### config.mk
export PLATFORM = sky130hd
export DESIGN_NAME = ofo_ctrl
export DESIGN_NICKNAME = d
export VERILOG_FILES = /design/src/rtl/ofo_pkg.sv /design/src/rtl/ofo_ctrl.sv
export SDC_FILE = /design/constraint.sdc
export NUM_CORES = 1
export LEC_CHECK = 0
export ABC_AREA = 1
export BUFFER_PORTS_ARGS = -buffer_cell sky130_fd_sc_hd__buf_2
export CORE_AREA = 2 2 39 41
export DETAILED_ROUTE_END_ITERATION = 10
export DIE_AREA = 0 0 41 43
export GPL_ROUTABILITY_DRIVEN = 0
export PLACE_DENSITY = 0.63
export SLEW_MARGIN = 20
export SYNTH_ARGS = -nofsm -noshare
export SYNTH_HDL_FRONTEND = slang
export SYNTH_SLANG_ARGS = --single-unit
export TNS_END_PERCENT = 5
### constraint.sdc
create_clock -name clk -period 3.6 [get_ports clk]
set_clock_uncertainty 0.1 [all_clocks]
set_input_delay 0.72 -clock clk [delete_from_list [all_inputs] [get_ports clk]]
set_output_delay 0.72 -clock clk [all_outputs]
set_load 0.005 [all_outputs]
### src/rtl/ofo_pkg.sv
`default_nettype none

package ofo_pkg;

	// configuration port
	localparam int CFG_IDX_W  = 3;
	localparam int CFG_DATA_W = 16;

	typedef enum logic [CFG_IDX_W-1:0] {
		REG_OUTLIER_LIMIT = 3'd0,
		REG_LOSS_FRAMES   = 3'd1,
		REG_HOLD_FRAMES   = 3'd2,
		REG_MAX_HEIGHT    = 3'd3,
		REG_MIN_HEIGHT    = 3'd4,
		REG_PIXEL_SCALE   = 3'd5,
		REG_FILTER_GAIN   = 3'd6,
		REG_UPDATE_RATE   = 3'd7
	} cfg_reg_t;

	typedef struct packed {
		logic [14:0] outlier_limit;
		logic [15:0] loss_frames;
		logic [15:0] hold_frames;
		logic [14:0] max_height_cm;
		logic [14:0] min_height_cm;
		logic [15:0] pixel_scale;
		logic [15:0] filter_gain;
		logic [11:0] update_rate_hz;
	} cfg_t;

	localparam cfg_t CFG_RESET = '{
		outlier_limit:  15'd100,
		loss_frames:    16'd100,
		hold_frames:    16'd100,
		max_height_cm:  15'd400,
		min_height_cm:  15'd5,
		pixel_scale:    16'd13972,
		filter_gain:    16'd9830,
		update_rate_hz: 12'd100
	};

	// fixed-point constants
	localparam logic [13:0]        ROUND_POS  = 14'd12800;   // half of 25600
	localparam logic [6:0]         DIV_CONST  = 7'd100;      // 25600 = 256 * 100
	localparam logic [15:0]        ROUND_GAIN = 16'd32768;   // half of 65536
	localparam logic [40:0]        V_SAT      = 41'h100_0000_0000;
	localparam logic signed [16:0] VEL_MAX    = 17'sd38400;
	localparam logic signed [16:0] VEL_MIN    = -17'sd38400;

	// divider by 100: one quotient digit a cycle over the dividend
	localparam int DIV_W      = 56;
	localparam int DIGIT_W    = 14;
	localparam int DIV_STEPS  = DIV_W / DIGIT_W;
	localparam int DIV_CNT_W  = $clog2(DIV_STEPS);

	// digit by reciprocal: floor(t / 100) = (t * RECIP_100) >> RECIP_SHIFT for t < 2^21
	localparam int          DT_W        = DIGIT_W + 7;
	localparam int          RECIP_W     = 22;
	localparam int          DPROD_W     = DT_W + RECIP_W;
	localparam int          RECIP_SHIFT = 28;
	localparam logic [21:0] RECIP_100   = 22'd2684355;

	typedef enum logic [3:0] {
		ST_IDLE,
		ST_FRONT,
		ST_DIFF,
		ST_MUL_LO,
		ST_MUL_HI,
		ST_DIV,
		ST_VMUL,
		ST_VSUM,
		ST_VERR,
		ST_FMUL,
		ST_FADD,
		ST_WRITE
	} state_t;

	typedef enum logic [3:0] {
		OP_NONE,
		OP_LOAD,
		OP_FRONT,
		OP_DIFF,
		OP_MUL_LO,
		OP_MUL_HI,
		OP_DIV,
		OP_VMUL,
		OP_VSUM,
		OP_VERR,
		OP_FMUL,
		OP_FADD,
		OP_WRITE
	} op_t;

	typedef struct packed {
		op_t  op;
		logic axis;
	} dp_cmd_t;

	typedef struct packed {
		logic upd;
		logic out_free;
	} dp_stat_t;

endpackage

`default_nettype wire

### src/rtl/ofo_ctrl.sv
`default_nettype none

module ofo_ctrl (
	input  wire logic             clk,
	input  wire logic             arst_n,
	input  wire logic             in_valid,
	output logic                  in_stall,
	input  wire ofo_pkg::dp_stat_t stat,
	output ofo_pkg::dp_cmd_t      cmd
);
	import ofo_pkg::*;

	state_t               state_q, state_nx;
	logic                 axis_q;
	logic [DIV_CNT_W-1:0] cnt_q;
	logic                 div_last;

	assign div_last = (cnt_q == DIV_CNT_W'(DIV_STEPS - 1));

	// next state
	always_comb begin
		state_nx = state_q;
		unique case (state_q)
			ST_IDLE:   if (in_valid) state_nx = ST_FRONT;
			ST_FRONT:  state_nx = stat.upd ? ST_DIFF : ST_WRITE;
			ST_DIFF:   state_nx = ST_MUL_LO;
			ST_MUL_LO: state_nx = ST_MUL_HI;
			ST_MUL_HI: state_nx = ST_DIV;
			ST_DIV:    if (div_last) state_nx = ST_VMUL;
			ST_VMUL:   state_nx = ST_VSUM;
			ST_VSUM:   state_nx = ST_VERR;
			ST_VERR:   state_nx = ST_FMUL;
			ST_FMUL:   state_nx = ST_FADD;
			ST_FADD:   state_nx = axis_q ? ST_WRITE : ST_DIFF;
			ST_WRITE:  if (stat.out_free) state_nx = ST_IDLE;
		endcase
	end

	// datapath commands
	always_comb begin
		cmd.axis = axis_q;
		cmd.op   = OP_NONE;
		unique case (state_q)
			ST_IDLE:   cmd.op = in_valid ? OP_LOAD : OP_NONE;
			ST_FRONT:  cmd.op = OP_FRONT;
			ST_DIFF:   cmd.op = OP_DIFF;
			ST_MUL_LO: cmd.op = OP_MUL_LO;
			ST_MUL_HI: cmd.op = OP_MUL_HI;
			ST_DIV:    cmd.op = OP_DIV;
			ST_VMUL:   cmd.op = OP_VMUL;
			ST_VSUM:   cmd.op = OP_VSUM;
			ST_VERR:   cmd.op = OP_VERR;
			ST_FMUL:   cmd.op = OP_FMUL;
			ST_FADD:   cmd.op = OP_FADD;
			ST_WRITE:  cmd.op = stat.out_free ? OP_WRITE : OP_NONE;
		endcase
	end

	assign in_stall = (state_q != ST_IDLE);

	// state, axis and divider step count
	always_ff @(posedge clk or negedge arst_n) begin
		if (!arst_n) begin
			state_q <= ST_IDLE;
			axis_q  <= 1'b0;
			cnt_q   <= '0;
		end else begin
			state_q <= state_nx;
			if (state_q == ST_FRONT) begin
				axis_q <= 1'b0;
			end else if (state_q == ST_FADD) begin
				axis_q <= 1'b1;
			end
			if (state_q == ST_DIV && !div_last) begin
				cnt_q <= cnt_q + 1'b1;
			end else begin
				cnt_q <= '0;
			end
		end
	end

`ifndef ASSERT_OFF
	a_accept_front: assert property (@(posedge clk) disable iff (!arst_n)
		(in_valid && !in_stall) |=> (state_q == ST_FRONT))
		else $error("accepted item did not reach front step");

	a_cnt_idle: assert property (@(posedge clk) disable iff (!arst_n)
		(state_q != ST_DIV) |-> (cnt_q == '0))
		else $error("divider count running outside division");

	a_write_hold: assert property (@(posedge clk) disable iff (!arst_n)
		(state_q == ST_WRITE && !stat.out_free) |=> (state_q == ST_WRITE))
		else $error("result dropped while output register full");
`endif

endmodule

`default_nettype wire

## Word-level counts from Yosys, hierarchy flattened

Index checks and enable logic that the tools add are counted.

| operators by class | value |
|---|---|
| add/sub/neg operators | 1 |
| equality and inequality tests | 15 |
| muxes and demuxes | 12 |
| reductions and logical operators | 6 |

Operators with widths:

| cell | count |
|---|---|
| $pmux 4 s12 | 2 |
| $mux 4 | 6 |
| $eq 4x3->1 const B | 4 |
| $eq 4x4->1 const B | 4 |
| $eq 4x2->1 const B | 2 |
| $ne 2x2->1 const B | 3 |
| $eq 4x1->1 const B | 1 |
| $logic_not 4->1 | 1 |
| $reduce_bool 4->1 | 1 |
| $mux 1 | 3 |
| $reduce_and 3->1 | 1 |
| $add 2x1->2 const B | 1 |
| $eq 2x2->1 const B | 1 |
| $mux 2 | 1 |
| $reduce_bool 2->1 | 1 |
| $logic_and 1x1->1 | 1 |
| $logic_not 1->1 | 1 |

| word-level totals | value |
|---|---|
| flip-flop bits (word level) | 7 |
| input bits | 5 |
| output and inout bits | 6 |
| word-level logic and storage cells | 37 |

## Logic depth before layout (Yosys ltp)

| depth | value |
|---|---|
| word-level depth | 4 |
| mapped depth | 8 |
| depth with buffers taken out | 8 |

## Worst setup path after synthesis

No wires, ideal clock.

| timing | value |
|---|---|
| path type | input to output |
| from | input port stat[0] in the netlist's numbering |
| to | output port cmd[3] in the netlist's numbering |
| data arrival time | 1.037 ns |
| required time | 2.780 ns |
| path slack | 1.743 ns |
| stages on the path | 4 |
| buffers on the path | 0 |
| cell sequence | inv_1 > nor3_1 > inv_1 > nand3_1 |

RTL lines:

| item | RTL line | RTL |
|---|---|---|
| start, declared | ofo_ctrl.sv:8 | `input wire ofo_pkg::dp_stat_t stat,` |
| end, declared | ofo_ctrl.sv:9 | `output ofo_pkg::dp_cmd_t cmd` |

==> impl_metrics.py <==
metrics = {
    "cts": {
        "cts_root_buf": "clkbuf_4",
        "hold_buffers": 0,
        "cts_resized": 0,
        "clkSlewWorstSetupHoldPaths_ps": 50,
        "h-tree-depth": 1,
        "cts_tree": "done",
        "numCtsBuffers": 3,
        "cts_buffer_depth": 2,
        "post_cts_buffers": 0,
        "clock_latency_ps": 240,
        "clock_sinks": 7,
    },
    "critical_path": {
        "cp_top_family": "flip-flops",
        "cp_num_cells": 6,
        "reg2reg_depth": 6,
        "crit_slowest_cell": "dfrtp_1",
        "cp-start-kind": "register",
        "required_ps": 2780,
        "cp_max_fo": 5,
        "crit_chain": "nor2_2 -> nand2_2 -> o21a_4 -> nor2_1 -> a21oi_1 -> buf_2",
        "cpPeakStageDelay_ps": 430,
        "crit_buf_inv": 1,
        "end_kind": "output pin",
        "arrival_ps": 1390,
        "crit_type": "register to output pin",
    },
    "sta": {
        "final_max_slew_viol_count": 0,
        "rsz0062_at_grt": "false",
        "postLayoutSetupSlackWorst_ps": 1390,
        "worstMarginPinSlew_ps": 234,
        "setup_tns_ps": 0,
        "fin_crit_ps": 2210,
        "slew_headroom_pct": 84.4,
        "hold_viol_final": 0,
        "fmax_mhz": 453,
        "setup_violations": 0,
        "fin_crit_sh_pct": 61.3,
    },
    "drt": {
        "ant_nets": 0,
        "firstDrtPassIters": 4,
        "avgRoutedWirePerCell_microns": 9.52,
        "vias": 422,
        "wl_microns": 895,
        "initialDrtViolationCount": 3,
        "avgViaCountPerCell": 4.49,
        "drc": 0,
    },
    "synth": {
        "synth.area.top_cells": "dfrtp_1, nand2_1, inv_1",
        "yosysSeqAreaShare_pct": 35.4,
        "yosysMostFrequentCell": "nand2_1",
        "ys_ff_latch": 7,
        "ys.flop_type": "dfrtp_1",
        "synth_cell_types": 22,
        "synth_edf_count": 0,
        "syn_nets": 72,
        "synth.avg_cell_area_sq_um": 7.49,
        "async_flop_share_pct": 100,
        "netlist_top_cells_count": "nand2_1, inv_1, dfrtp_1",
        "syn_area_sq_um": 494,
        "yosys.area.top_type": "dfrtp_1",
        "yosysWarnings": 0,
        "synthCells": 66,
        "synth_top_area_share_pct": 35.4,
    },
    "pwr": {
        "p_per_area_nw_per_um2": 852,
        "vdd_drop_max_uv": 329,
        "total_leakage_power_nw": 0.315,
    },
    "cells_and_area": {
        "seq_area_sq_um": 175,
        "area_delta_synth_final_pct": 16.5,
        "layout.nets": 85,
        "antenna_cells": 0,
        "fillers": 156,
        "drive_gt1_share_pct": 38.5,
        "multi_input_area_sq_um": 255,
    },
    "run_status": {
        "outcome": "finished clean",
    },
    "floorplan": {
        "num_rows": 14,
        "die_y_microns": 43,
        "ios": 11,
        "core_sq_um": 1380,
        "start_util_pct": 35.7,
        "die_area_sq_um": 1760,
        "die_w_microns": 41,
    },
    "global_routing": {
        "grt_first_pass_wirelength_microns": 1490,
        "grt_pass1_vias": 382,
        "antenna_found_initial": 0,
        "grt_max_degree": 8,
        "track_usage_pct": 12.7,
        "gr-total-overflow": 0,
    },
    "hold_path": {
        "min_path_type": "input port to asynchronous set/reset pin",
    },
    "place": {
        "post-dp-hpwl_microns": 777,
        "preCtsSetupSlack_ps": 1500,
        "numPortBuffers": 10,
    },
    "flow_run": {
        "drv_cap": 0,
    },
}
## metal layers
metal / global-route usage (%) / up-vias / routed length, microns / part of all wire (%)
met5: 0 / - / 0 / 0
met4: 8.00 / 0 / 10 / 1.1
met3: 3.14 / 2 / 21 / 2.3
met2: 18.4 / 5 / 444 / 50
met1: 16.1 / 186 / 420 / 47
li1: - / 229 / - / -
## stage by stage
| step | util [%] | area, sq um | instances | power [mW] | hold WS, ps |
|---|---|---|---|---|---|
| after CTS | 41.6 | 576 | 94 | 0.500 | 191 |
| after floorplan | - | 494 | 66 | 0.362 | 308 |
| after detailed placement | 39.7 | 549 | 90 | 0.428 | 326 |
| after global routing | 41.6 | 576 | 94 | 0.547 | 193 |
| final | 41.6 | 576 | 94 | 0.491 | 199 |
| after global placement | 39.7 | 549 | 90 | 0.424 | 326 |
## where the power goes
group	internal, mW	switching (mW)
clock network	0.0421	0.0252
registers	0.106	0.0344
logic	0.117	0.165
## worst paths after layout
path | from | to | slack, ps
worst max register to register | state_q[2] | state_q[0] | 2310
min in group clk | cnt_q[0] | cnt_q[0] | 330
max in group asynchronous | arst_n | state_q[2] | 3040
worst min-delay path | arst_n | state_q[1] | 200
worst min register to register | cnt_q[0] | cnt_q[0] | 330
worst max-delay path | state_q[2] | cmd[1] | 1390
## final cells by class
type,instances,area share [%]
tap,16,3.48
clock buffer,4,4.57
multi-input combinational,44,44.3
timing repair buffer,10,8.70
sequential,7,30.4
inverter,13,8.48
## flip-flops by register name, indices dropped and copies added, names as in the netlist
| register | count |
|---|---|
| axis_q | 1 |
| state_q | 4 |
| cnt_q | 2 |
## cell families after synthesis
family	after synthesis	share of synthesized area [%]
buf+inv	15	12.9
flops	7	35.4
fa+ha+maj	1	2.53
compound gates	9	13.2
simple gates	34	35.9
## cell usage in the layout, fill, tap and decap left out
master,synthesis,layout
nand2_1,13,13
buf_2,0,10
inv_1,9,9
dfrtp_1,7,7
nor2_1,5,5
inv_2,4,4
nor2_2,4,4
nand3_1,4,4
nand2_2,3,3
clkbuf_4,0,3
a21oi_1,2,2
nand3_2,2,2
nor2_4,1,1
o22ai_1,1,1
nor3_1,1,1
o21a_1,1,1
o21a_4,1,1
o21bai_1,1,1
o21ai_0,1,1
nor3_2,1,1
o21ai_2,1,1
o21ai_1,1,1
ha_1,1,1
clkbuf_1,0,1
## worst register-to-register path, stage by stage (launching register included)
cell and delay (ps):
dfrtp_1 430, nor2_2 190, inv_1 80, nor3_2 190, nor2_1 80, nand2_1 70
nand2_1 50
Power figures use the tool's default switching activity.
